==> src/hw/rtl/srdfd_pkg.sv <==
// ----------------------------------------------------------------------------
// srdfd_pkg: shared types and constants
// Parse phases, register map and the result record of the delta-frame decoder.
// ----------------------------------------------------------------------------
package srdfd_pkg;

  localparam int unsigned FRAME_W   = 16;
  localparam int unsigned BYTE_W    = 8;
  localparam int unsigned APB_DW    = 32;
  localparam int unsigned APB_AW    = 2;

  localparam logic [FRAME_W-1:0] FRAME_SIZE_RST = FRAME_W'(320 * 200);

  // Register byte addresses
  localparam logic [APB_AW-1:0] REG_FRAME_SIZE = APB_AW'(0);

  typedef enum logic [2:0] {
    PH_HDR0   = 3'd0,
    PH_HDR1   = 3'd1,
    PH_SMARK  = 3'd2,
    PH_LMARK  = 3'd3,
    PH_DATA   = 3'd4,
    PH_SCOUNT = 3'd5,
    PH_WLOW   = 3'd6,
    PH_WHIGH  = 3'd7
  } phase_t;

  typedef struct packed {
    logic               valid;
    logic [FRAME_W-1:0] addr;
    logic [BYTE_W-1:0]  value;
    logic               wr;
    logic               done;
    logic               ovr;
  } result_t;

endpackage

==> src/hw/rtl/srdfd_cfg.sv <==
// ----------------------------------------------------------------------------
// srdfd_cfg: configuration register file
// APB-style slave holding the frame size register.
// ----------------------------------------------------------------------------
module srdfd_cfg (
  input  logic                              clk,
  input  logic                              rst_n,
  input  logic                              psel,
  input  logic                              penable,
  input  logic                              pwrite,
  input  logic [srdfd_pkg::APB_AW-1:0]      paddr,
  input  logic [srdfd_pkg::APB_DW-1:0]      pwdata,
  output logic [srdfd_pkg::APB_DW-1:0]      prdata,
  output logic                              pready,
  output logic [srdfd_pkg::FRAME_W-1:0]     frame_size
);

  logic [srdfd_pkg::FRAME_W-1:0] frame_size_r;
  logic [srdfd_pkg::FRAME_W-1:0] frame_size_nxt;
  logic                          wr_en;

  assign pready = 1'b1;
  assign wr_en  = psel && penable && pwrite && (paddr == srdfd_pkg::REG_FRAME_SIZE);

  always_comb begin
    frame_size_nxt = frame_size_r;
    if (wr_en) begin
      frame_size_nxt = pwdata[srdfd_pkg::FRAME_W-1:0];
    end
  end

  always_ff @(posedge clk) begin
    if (!rst_n) begin
      frame_size_r <= srdfd_pkg::FRAME_SIZE_RST;
    end else begin
      frame_size_r <= frame_size_nxt;
    end
  end

  always_comb begin
    prdata = '0;
    if (paddr == srdfd_pkg::REG_FRAME_SIZE) begin
      prdata = {{(srdfd_pkg::APB_DW-srdfd_pkg::FRAME_W){1'b0}}, frame_size_r};
    end
  end

  assign frame_size = frame_size_r;

endmodule

==> src/hw/rtl/srdfd_parser.sv <==
// ----------------------------------------------------------------------------
// srdfd_parser: stream parser
// Holds the parse state and decodes one byte per step into an optional result.
// ----------------------------------------------------------------------------
module srdfd_parser (
  input  logic                            clk,
  input  logic                            rst_n,
  input  logic                            step,
  input  logic [srdfd_pkg::BYTE_W-1:0]    data_byte,
  input  logic [srdfd_pkg::FRAME_W-1:0]   frame_size,
  output srdfd_pkg::result_t              res
);

  srdfd_pkg::phase_t             phase_r,   phase_nxt;
  logic [srdfd_pkg::FRAME_W-1:0] pos_r,     pos_nxt;
  logic [srdfd_pkg::BYTE_W-1:0]  smark_r,   smark_nxt;
  logic [srdfd_pkg::BYTE_W-1:0]  lmark_r,   lmark_nxt;
  logic [srdfd_pkg::BYTE_W-1:0]  pend_r,    pend_nxt;
  logic [srdfd_pkg::BYTE_W-1:0]  cnt_lo_r,  cnt_lo_nxt;

  logic [srdfd_pkg::FRAME_W-1:0] eff_size;
  logic [srdfd_pkg::FRAME_W:0]   lit_next;
  logic                          lit_done;
  logic [srdfd_pkg::FRAME_W-1:0] rem;
  logic [srdfd_pkg::FRAME_W-1:0] skip_len;
  logic [srdfd_pkg::FRAME_W-1:0] skip_pos;
  logic                          skip_end;
  logic                          skip_ovr;
  logic                          do_lit;
  logic                          do_skip;
  logic [srdfd_pkg::BYTE_W-1:0]  lit_val;

  assign eff_size = (frame_size == '0) ? srdfd_pkg::FRAME_W'(1) : frame_size;
  assign lit_next = {1'b0, pos_r} + (srdfd_pkg::FRAME_W+1)'(1);
  assign lit_done = lit_next >= {1'b0, eff_size};
  assign rem      = (eff_size > pos_r) ? (eff_size - pos_r) : '0;
  // word count in the high-byte phase, else the byte count
  assign skip_len = (phase_r == srdfd_pkg::PH_WHIGH) ? {data_byte, cnt_lo_r}
                  : {{(srdfd_pkg::FRAME_W-srdfd_pkg::BYTE_W){1'b0}}, data_byte};
  assign skip_end = skip_len >= rem;
  assign skip_ovr = skip_len > rem;
  assign skip_pos = pos_r + skip_len;

  always_comb begin
    phase_nxt  = phase_r;
    pos_nxt    = pos_r;
    smark_nxt  = smark_r;
    lmark_nxt  = lmark_r;
    pend_nxt   = pend_r;
    cnt_lo_nxt = cnt_lo_r;
    do_lit     = 1'b0;
    do_skip    = 1'b0;
    lit_val    = data_byte;
    res        = '0;

    case (phase_r)
      srdfd_pkg::PH_HDR0:  phase_nxt = srdfd_pkg::PH_HDR1;
      srdfd_pkg::PH_HDR1:  phase_nxt = srdfd_pkg::PH_SMARK;
      srdfd_pkg::PH_SMARK: begin
        smark_nxt = data_byte;
        phase_nxt = srdfd_pkg::PH_LMARK;
      end
      srdfd_pkg::PH_LMARK: begin
        lmark_nxt = data_byte;
        phase_nxt = srdfd_pkg::PH_DATA;
      end
      srdfd_pkg::PH_DATA: begin
        if (data_byte == smark_r) begin
          pend_nxt  = data_byte;
          phase_nxt = srdfd_pkg::PH_SCOUNT;
        end else if (data_byte == lmark_r) begin
          pend_nxt  = data_byte;
          phase_nxt = srdfd_pkg::PH_WLOW;
        end else begin
          do_lit = 1'b1;
        end
      end
      srdfd_pkg::PH_SCOUNT: begin
        if (data_byte != '0) begin
          do_skip = 1'b1;
        end else if (pend_r == lmark_r) begin
          // equal markers: zero byte count falls through to a word count
          phase_nxt = srdfd_pkg::PH_WLOW;
        end else begin
          do_lit  = 1'b1;
          lit_val = pend_r;
        end
      end
      srdfd_pkg::PH_WLOW: begin
        cnt_lo_nxt = data_byte;
        phase_nxt  = srdfd_pkg::PH_WHIGH;
      end
      srdfd_pkg::PH_WHIGH: begin
        if ({data_byte, cnt_lo_r} != '0) begin
          do_skip = 1'b1;
        end else begin
          do_lit  = 1'b1;
          lit_val = pend_r;
        end
      end
      default: phase_nxt = srdfd_pkg::PH_HDR0;
    endcase

    if (do_lit) begin
      res.valid = 1'b1;
      res.addr  = pos_r;
      res.value = lit_val;
      res.wr    = 1'b1;
      res.done  = lit_done;
      if (lit_done) begin
        pos_nxt   = '0;
        phase_nxt = srdfd_pkg::PH_HDR0;
      end else begin
        pos_nxt   = lit_next[srdfd_pkg::FRAME_W-1:0];
        phase_nxt = srdfd_pkg::PH_DATA;
      end
    end

    if (do_skip) begin
      if (skip_end) begin
        res.valid = 1'b1;
        res.done  = 1'b1;
        res.ovr   = skip_ovr;
        pos_nxt   = '0;
        phase_nxt = srdfd_pkg::PH_HDR0;
      end else begin
        pos_nxt   = skip_pos;
        phase_nxt = srdfd_pkg::PH_DATA;
      end
    end

    if (!step) begin
      phase_nxt  = phase_r;
      pos_nxt    = pos_r;
      smark_nxt  = smark_r;
      lmark_nxt  = lmark_r;
      pend_nxt   = pend_r;
      cnt_lo_nxt = cnt_lo_r;
      res.valid  = 1'b0;
    end
  end

  always_ff @(posedge clk) begin
    if (!rst_n) begin
      phase_r  <= srdfd_pkg::PH_HDR0;
      pos_r    <= '0;
      smark_r  <= '0;
      lmark_r  <= '0;
      pend_r   <= '0;
      cnt_lo_r <= '0;
    end else begin
      phase_r  <= phase_nxt;
      pos_r    <= pos_nxt;
      smark_r  <= smark_nxt;
      lmark_r  <= lmark_nxt;
      pend_r   <= pend_nxt;
      cnt_lo_r <= cnt_lo_nxt;
    end
  end

endmodule

==> src/hw/rtl/skip_run_delta_frame_decoder_core.sv <==
// ----------------------------------------------------------------------------
// skip_run_delta_frame_decoder_core: delta-frame byte stream decoder
// Input byte register, parser and result register with valid/stall channels.
// ----------------------------------------------------------------------------
// Takes one stream byte per beat and gives at most one result per byte: a
// literal pixel write, or a frame-end beat after a skip that reaches the
// frame end. Throughput is one byte per clock while out_stall is low; a
// byte passes through the input register, then the parser into the result
// register. The input register keeps taking bytes while a result waits to
// be taken, until both registers are full. Write frame_size (offset 0) only
// while the stream is idle.
module skip_run_delta_frame_decoder_core (
  input  logic                            clk,
  input  logic                            rst_n,
  input  logic                            in_valid,
  output logic                            in_stall,
  input  logic [srdfd_pkg::BYTE_W-1:0]    in_data_byte,
  output logic                            out_valid,
  input  logic                            out_stall,
  output logic [srdfd_pkg::FRAME_W-1:0]   out_pixel_address,
  output logic [srdfd_pkg::BYTE_W-1:0]    out_pixel_value,
  output logic                            out_pixel_write,
  output logic                            out_frame_done,
  output logic                            out_overrun,
  input  logic                            psel,
  input  logic                            penable,
  input  logic                            pwrite,
  input  logic [srdfd_pkg::APB_AW-1:0]    paddr,
  input  logic [srdfd_pkg::APB_DW-1:0]    pwdata,
  output logic [srdfd_pkg::APB_DW-1:0]    prdata,
  output logic                            pready
);

  logic [srdfd_pkg::FRAME_W-1:0] frame_size;
  logic                          in_vld_r, in_vld_nxt;
  logic [srdfd_pkg::BYTE_W-1:0]  in_byte_r, in_byte_nxt;
  logic                          out_vld_r, out_vld_nxt;
  srdfd_pkg::result_t            out_res_r, out_res_nxt;
  srdfd_pkg::result_t            res;
  logic                          in_take;
  logic                          step;

  srdfd_cfg u_cfg (
    .clk        (clk),
    .rst_n      (rst_n),
    .psel       (psel),
    .penable    (penable),
    .pwrite     (pwrite),
    .paddr      (paddr),
    .pwdata     (pwdata),
    .prdata     (prdata),
    .pready     (pready),
    .frame_size (frame_size)
  );

  srdfd_parser u_parser (
    .clk        (clk),
    .rst_n      (rst_n),
    .step       (step),
    .data_byte  (in_byte_r),
    .frame_size (frame_size),
    .res        (res)
  );

  // parse a held byte whenever the result slot is free or draining
  assign step     = in_vld_r && !(out_vld_r && out_stall);
  assign in_stall = in_vld_r && !step;
  assign in_take  = in_valid && !in_stall;

  always_comb begin
    in_vld_nxt  = in_vld_r;
    in_byte_nxt = in_byte_r;
    if (in_take) begin
      in_vld_nxt  = 1'b1;
      in_byte_nxt = in_data_byte;
    end else if (step) begin
      in_vld_nxt = 1'b0;
    end

    out_vld_nxt = out_vld_r;
    out_res_nxt = out_res_r;
    if (out_vld_r && !out_stall) begin
      out_vld_nxt = 1'b0;
    end
    if (res.valid) begin
      out_vld_nxt = 1'b1;
      out_res_nxt = res;
    end
  end

  always_ff @(posedge clk) begin
    if (!rst_n) begin
      in_vld_r  <= 1'b0;
      out_vld_r <= 1'b0;
    end else begin
      in_vld_r  <= in_vld_nxt;
      out_vld_r <= out_vld_nxt;
    end
  end

  always_ff @(posedge clk) begin
    in_byte_r <= in_byte_nxt;
    out_res_r <= out_res_nxt;
  end

  assign out_valid         = out_vld_r;
  assign out_pixel_address = out_res_r.addr;
  assign out_pixel_value   = out_res_r.value;
  assign out_pixel_write   = out_res_r.wr;
  assign out_frame_done    = out_res_r.done;
  assign out_overrun       = out_res_r.ovr;

endmodule
==> config.mk <==
export PLATFORM = sky130hd
export DESIGN_NAME = skip_run_delta_frame_decoder_core
export DESIGN_NICKNAME = d
export VERILOG_FILES = /design/src/hw/rtl/srdfd_pkg.sv /design/src/hw/rtl/srdfd_cfg.sv /design/src/hw/rtl/srdfd_parser.sv /design/src/hw/rtl/skip_run_delta_frame_decoder_core.sv
export SDC_FILE = /design/constraint.sdc
export NUM_CORES = 1
export LEC_CHECK = 0
export BUFFER_PORTS_ARGS = -buffer_cell sky130_fd_sc_hd__clkbuf_2
export CAP_MARGIN = 20
export CORE_UTILIZATION = 30
export DETAILED_ROUTE_END_ITERATION = 6
export GPL_TIMING_DRIVEN = 0
export SLEW_MARGIN = 25
export SYNTH_ARGS = -nofsm -noshare
export SYNTH_HDL_FRONTEND = slang
export SYNTH_SLANG_ARGS = --single-unit
==> constraint.sdc <==
create_clock -name clk -period 13.67 [get_ports clk]
set_clock_uncertainty 0.2 [all_clocks]
set_input_delay 0.6835 -clock clk [delete_from_list [all_inputs] [get_ports clk]]
set_output_delay 0.6835 -clock clk [all_outputs]
set_load 0.05 [all_outputs]
==> results of run 1 <==
[registers in the layout (all words and copies together) (netlist names)]
name               count
in_byte_r              8
in_vld_r               1
out_frame_done         1
out_overrun            1
out_pixel_address     16
out_pixel_value        8
out_pixel_write        1
out_valid              1
u_cfg.frame_size      16
u_parser.cnt_lo_r      8
u_parser.lmark_r       8
u_parser.pend_r        8
u_parser.phase_r       3
u_parser.pos_r        16
u_parser.smark_r       8
[worst paths after layout]
path                       startpoint                   end  slack, ns  depth (start not counted)
setup / recovery  u_cfg.frame_size[8]  out_pixel_address[0]       7.66                         23
hold / removal        in_data_byte[3]          in_byte_r[3]       0.29                          1
setup reg to reg  u_cfg.frame_size[8]  out_pixel_address[0]       7.66                         23
hold reg to reg   u_cfg.frame_size[0]   u_cfg.frame_size[0]       0.30                          2
[metrics by stage]
stage | utilization (%) | area [sq um]
2_1_floorplan | - | 7680
3_3_place_gp | 34.4 | 8460
3_5_place_dp | 34.5 | 8490
4_1_cts | 35.8 | 8810
5_1_grt | 35.8 | 8810
6_report | 35.8 | 8810
[placed cells by master, fill, tap and decap left out, types with 9 or more instances in the layout]
| master | Yosys | layout |
|---|---|---|
| o21ai_0 | 22 | 22 |
| a31oi_1 | 10 | 10 |
| inv_1 | 44 | 44 |
| mux2i_1 | 34 | 34 |
| nor3_1 | 41 | 41 |
| nand2_1 | 75 | 75 |
| nand4_1 | 18 | 18 |
| a21o_1 | 9 | 9 |
| o211ai_1 | 12 | 12 |
| nor2b_1 | 11 | 11 |
| buf_2 | 9 | 9 |
| clkbuf_1 | 37 | 37 |
| nand3_1 | 25 | 25 |
| buf_4 | 19 | 19 |
| a211oi_1 | 13 | 13 |
| dfxtp_1 | 69 | 69 |
| nor4_1 | 9 | 9 |
| clkbuf_2 | 0 | 75 |
| nor2_1 | 93 | 92 |
| clkbuf_16 | 0 | 10 |
| edfxtp_1 | 35 | 35 |
| xnor2_1 | 32 | 32 |
| xor2_1 | 24 | 24 |
| and2_1 | 14 | 14 |
| conb_1 | 2 | 17 |
| a21oi_1 | 44 | 44 |
| ha_1 | 64 | 64 |
[layout make-up]
cell class	instances	area, sq um
well taps	324	405
clock inverters	6	67.6
multi-input cells	679	4690
plain buffers	71	390
clock buffers	10	250
flip-flops and latches	104	2430
inverters	46	175
repair buffers	76	403
fillers	2557	15800
[synthesized netlist by cell type, types with 4 or more instances]
cell type / n
nor2_1: 93
nand2_1: 75
dfxtp_1: 69
ha_1: 64
a21oi_1: 44
inv_1: 44
nor3_1: 41
clkbuf_1: 37
edfxtp_1: 35
mux2i_1: 34
xnor2_1: 32
nand3_1: 25
xor2_1: 24
o21ai_0: 22
buf_4: 19
nand4_1: 18
and2_1: 14
a211oi_1: 13
o211ai_1: 12
nor2b_1: 11
a31oi_1: 10
a21o_1: 9
buf_2: 9
nor4_1: 9
and3_1: 8
mux2_2: 7
o21a_1: 6
o31ai_1: 6
a221oi_1: 4
buf_6: 4
nand2b_1: 4
nand3b_1: 4
o2111ai_1: 4
o22ai_1: 4
or4_1: 4
[logic make-up (layout without fill, tap and decap cells)]
logic type,after synthesis,count (layout),synth area share (%)
buffers and inverters,117,209,7.42
adder cells (fa/ha/maj),66,66,11.0
XOR/XNOR,56,56,6.43
AO/OA/AOI/OAI,172,172,16.1
multiplexers,41,41,5.50
AND/OR/NAND/NOR,327,327,21.5
other,2,17,0.0985
flip-flops,104,104,31.9
[layer usage]
layer | GRT usage (%) | vias up | share of wire (%)
met4 | 4.55 | 0 | 1.5
met2 | 26.8 | 156 | 47
met5 | 0 | - | 0
met3 | 1.95 | 22 | 4.1
li1 | - | 3357 | -
met1 | 22.2 | 3207 | 47
[power by group through the flow]
stage / registers (W) / clock network [W] / logic, W
2_1_floorplan: 0.000330 / 0 / 0.0000679
3_5_place_dp: 0.000331 / 0 / 0.0000900
5_1_grt: 0.000324 / 0.000295 / 0.0000987
6_report: 0.000324 / 0.000276 / 0.0000901
4_1_cts: 0.000324 / 0.000278 / 0.0000902
3_3_place_gp: 0.000331 / 0 / 0.0000893
==> results_dict.tcl, run 1 <==
set metrics [dict create \
    p_sw_w 0.000197 \
    start_util_pct 31.0 \
    grt_first_pass_wirelength_um 32900 \
    crit_family "compound AO/OA/AOI/OAI gates" \
    yosys.area.top_type_share_pct 18.1 \
    seq_area_frac_synth_pct 31.9 \
    slew-limit-headroom_pct 43.1 \
    n_antenna_cell 0 \
    stdcell_count 1316 \
    cts.repair.resized 0 \
    yosysWarnings 0 \
    crit_top_cell "nand2_1" \
    die_width_um 161 \
    hp-class "input port to flop" \
    dp_hpwl_um 16800 \
    ir_worst_vdd_v 0.0000550 \
    synth-async-reset-ratio_pct 0 \
    critPathCaptureType "flop" \
    placementRows 57 \
    synth_area_leaders "dfxtp_1, edfxtp_1, ha_1" \
    critPathSlowestCell "a211oi_1" \
    total_power_w 0.000690 \
    nets 1102 \
    ios 111 \
    postCtsSetupRepairBufs 0 \
    cp.required_ns 13.54 \
    dp_slack_ns 7.74 \
    critical_path_buf_inv_count 4 \
    holdWs_ns 0.291 \
    cp_slowest_stage_delay_ns 0.73 \
    netlist_instances 885 \
    p_clk_share_pct 40.0 \
    switching_share_pct 28.5 \
    power.leakage_nw 3.63 \
    power_frac_seq_pct 46.9 \
    place.port_buffers 75 \
    critPathLaunchType "flop" \
    hold_viol 0 \
    cts_buffers 9 \
    dp.cells 1300 \
    post_drt_wl_per_cell_um 16.1 \
    routed_wl_um 21100 \
    vias_per_cell 5.12 \
    cts_max_level 3 \
    setup_slack_ns 7.66 \
    path_class "flop to flop" \
    drive_above_1_share_pct 15.8 \
    rsz0062_at_grt "no" \
    clk_pin_slew_ns 0.08 \
    max_freq_mhz 166 \
    syn2layout_area_growth_pct 15.6 \
    status "completed" \
    route.detailed.drc 0 \
    die_h_um 161 \
    clock-sinks 104 \
    antenna_found_initial 0 \
    min_period_ns 6.01 \
    maxCapViolCount 0 \
    vias 6742 \
    grt_pass1_vias 6167 \
    clk_path_buf_depth 2 \
    synth_ff_type "dfxtp_1" \
    drt_iter0_drc 450 \
    cts_tree "yes" \
    worst-path-max-fanout 17 \
    synthDistinctLibCells 81 \
    synth-edff-count 35 \
    crit_chain "nor4_1 > a41o_1 > inv_1 > ha_1 > inv_1 > fa_1 > a21oi_1 > o2111ai_1 > nand2_1 > o21ai_0 > o211ai_1 > nand3_1 > clkbuf_1 > nand2_1 > ha_1 > nand2_1 > o21ai_0 > nor3_1 > a211oi_1 > o31ai_1 > and2_1 > nor2_4 > buf_16" \
    ant_nets 0 \
    power_frac_comb_pct 13.1 \
    finalSetupViolations 0 \
    cts_hold_buf 0 \
    worst-slew-pin-transition_ns 0.848 \
    insertion_delay_ns 0.36 \
    syn_area_sq_um 7620 \
    cp.arrival_ns 5.88 \
    min_period_over_period_pct 44.0 \
    cts_root_buf "clkbuf_16" \
    dieArea_sq_um 26000 \
    fp.coreArea_sq_um 24600 \
    grt_usage_pct 16.2 \
    final_max_slew_viol_count 0 \
    grt_max_degree 21 \
    ys_ff_latch 104 \
    firstDrtPassIters 4 \
    syn_area_per_cell_sq_um 8.61 \
    p_int_w 0.000493 \
    gp_routability_congestion 0.953 \
    p_per_area_nw_per_um2 78.2 \
    synth_top_cell_by_area "dfxtp_1" \
    fin_setup_tns_ns 0 \
    overflow 0 \
]
No activity file was read; power rests on OpenSTA's default activity.
==> inputs of run 2 (changes only) <==
--- a/config.mk
+++ b/config.mk
@@ -5,6 +5,7 @@
 export SDC_FILE = /design/constraint.sdc
 export NUM_CORES = 1
 export LEC_CHECK = 0
+export ABC_AREA = 1
 export BUFFER_PORTS_ARGS = -buffer_cell sky130_fd_sc_hd__clkbuf_2
 export CAP_MARGIN = 20
 export CORE_UTILIZATION = 30
==> constraint.sdc (replaced) <==
create_clock -name clk -period 5.1 [get_ports clk]
set_clock_uncertainty 0.2 [all_clocks]
set_input_delay 0.255 -clock clk [delete_from_list [all_inputs] [get_ports clk]]
set_output_delay 0.255 -clock clk [all_outputs]
set_load 0.05 [all_outputs]
==> run 2 against run 1 <==
Net effect:
- the flow now finishes with violations (design-rule violations, negative hold slack)
- flip-flop and latch count stayed put
- cell count up 25%
- power increased to 3.0 times the previous value
- synthesized area increased by 5.8%
- wire length is 15% higher
- register-to-register slack got worse by 7.3 ns
- fmax increased by 26%
- setup slack got worse by 7.3 ns
- die area up 5.7%
- core utilization grew 0.46 points
==> results_dict.tcl, run 2 <==
set metrics [dict create \
    synth_ff_type "dfxtp_1" \
    die_h_um 166 \
    cp_slowest_stage_delay_ns 0.41 \
    post_drt_wl_per_cell_um 14.8 \
    grt_usage_pct 17.4 \
    power.leakage_nw 4.61 \
    final_common_cell "nand2_1" \
    cts_buffers 9 \
    syn2layout_area_growth_pct 17.9 \
    syn_area_per_cell_sq_um 6.87 \
    vias_per_cell 4.87 \
    fin_setup_tns_ns 0 \
    syn_area_sq_um 8060 \
    violations "design-rule violations, negative hold slack" \
    cp.required_ns 4.97 \
    grt_max_degree 28 \
    synth-edff-count 35 \
    synth_area_leaders "dfxtp_1, edfxtp_1, nand2_1" \
    hp-class "input port to flop" \
    design_area_sq_um 9510 \
    place.port_buffers 77 \
    critPathSlowestCell "fa_1" \
    maxCapViolCount 0 \
    slew-limit-headroom_pct 51.6 \
    rsz0062_at_grt "no" \
    netlist_instances 1173 \
    start_util_pct 30.8 \
    synth-async-reset-ratio_pct 0 \
    seq_area_frac_synth_pct 30.2 \
    gp_routability_congestion 0.934 \
    max_freq_mhz 209 \
    nets 1415 \
    crit_top_cell "nand2_1" \
    dieArea_sq_um 27500 \
    drt_iter0_drc 700 \
    synthMostInstantiatedCell "nand2_1" \
    utilization_pct 36.3 \
    grt_pass1_vias 7071 \
    dp_slack_ns -0.0140 \
    drive_above_1_share_pct 13.3 \
    critPathCaptureType "flop" \
    yosysWarnings 0 \
    antenna_found_initial 0 \
    ios 111 \
    place_area_sq_um 8920 \
    fill_cells 2847 \
    clk_path_buf_depth 2 \
    fp.coreArea_sq_um 26200 \
    cts_tree "yes" \
    critPathLaunchType "flop" \
    postCtsSetupRepairBufs 0 \
    synth_common_cells "nand2_1, nor2_1, inv_1, a21oi_1, o21ai_0" \
    cts_root_buf "clkbuf_16" \
    firstDrtPassIters 7 \
    route.detailed.drc 7 \
    ys_ff_latch 104 \
    status "finished, violations left" \
    placementRows 59 \
    hold_viol 1 \
    p_per_area_nw_per_um2 219 \
    yosys.area.top_type_share_pct 17.1 \
    insertion_delay_ns 0.38 \
    path_class "flop to flop" \
    cp.arrival_ns 4.65 \
    finalSetupViolations 0 \
    worst-path-max-fanout 27 \
    final_cell_mix "nand2_1, nor2_1, inv_1" \
    cts_max_level 3 \
    routed_wl_um 24200 \
    crit_chain "inv_1 > nand4_1 > nor2_1 > a21oi_1 > ha_1 > inv_1 > fa_1 > nand3_1 > nand2_1 > a21boi_0 > o21ai_0 > a21oi_1 > or2_2 > nand3_1 > ha_1 > nand2_1 > nor3_1 > nand3_1 > nand3_1 > nand2_1 > nand2_1 > nand2_1 > clkinv_8" \
    min_period_ns 4.78 \
    final_max_slew_viol_count 0 \
    die_width_um 166 \
    vias 7991 \
    synthDistinctLibCells 40 \
    ant_nets 0 \
    n_antenna_cell 0 \
    min_period_over_period_pct 93.7 \
    holdWs_ns -0.0137 \
    worst-slew-pin-transition_ns 0.726 \
    overflow 0 \
    dp_hpwl_um 19200 \
    clk_pin_slew_ns 0.09 \
    clock-sinks 104 \
    setup_slack_ns 0.323 \
    grt_first_pass_wirelength_um 37500 \
    synth_top_cell_by_area "dfxtp_1" \
    ir_worst_vdd_v 0.000143 \
]
[run 2: cell type report]
cell class              count  area (sq um)  share of cell area, %
repair buffers            100           616                   6.48
clock buffers               9           225                   2.37
repair inverters            1          7.51                 0.0790
plain buffers              68           414                   4.36
multi-input cells         865          4700                   49.5
flip-flops and latches    104          2430                   25.6
well taps                 335           419                   4.41
clock inverters             7          98.8                   1.04
inverters                 151           592                   6.23
[run 2: path summary, 6_finish.rpt]
check	start	endpoint	slack (ns)	depth (start not counted)
worst max-delay path	u_cfg.frame_size[11]	out_pixel_address[1]	0.32	23
worst min-delay path	pwdata[4]	u_cfg.frame_size[4]	-0.01	3
worst max register to register	u_cfg.frame_size[11]	out_pixel_address[1]	0.32	23
worst min register to register	u_parser.cnt_lo_r[1]	u_parser.cnt_lo_r[1]	0.26	2
[run 2: timing repair]
action | 4_1_cts | 5_1_grt
setup endpoints to repair | 27 | 36
gates resized for setup | 1 | 7
cloned | 0 | 1
hold endpoints to repair | 23 | 0
hold buffers | 23 | 0
[run 2: where the power goes]
group	switching, W	total, W	internal, W
Sequential	0.0000199	0.000892	0.000872
Combinational	0.000281	0.000434	0.000154
Clock	0.000395	0.000756	0.000362
[run 2: worst max-delay path, delay by kind of cell (launching register included)]
kind            cells  cell delay [ns]
buf+inv             3             0.41
simple gates       13             1.55
fa+ha+maj           3             0.97
compound gates      4             0.98
flops               1             0.34
[run 2: routing by layer]
metal	track usage (%)	vias up	part of all wire (%)
li1	-	4072	-
met1	23.9	3635	47
met2	27.9	247	45
met3	1.98	37	5.1
met4	6.87	0	2.4
met5	0	-	0
[run 2: kinds of logic after synthesis]
group           share of synthesized area, %
compound gates                          13.6
xor+xnor                                4.67
fa+ha+maj                               10.4
buf+inv                                 12.3
flops                                   30.2
other cells                           0.0931
simple gates                            28.8
[run 2: metrics by stage]
step           instances  power, W
3_3_place_gp        1600   0.00132
4_1_cts             1639   0.00209
2_1_floorplan       1188   0.00122
3_5_place_dp        1600   0.00133
5_1_grt             1640   0.00217
6_report            1640   0.00208
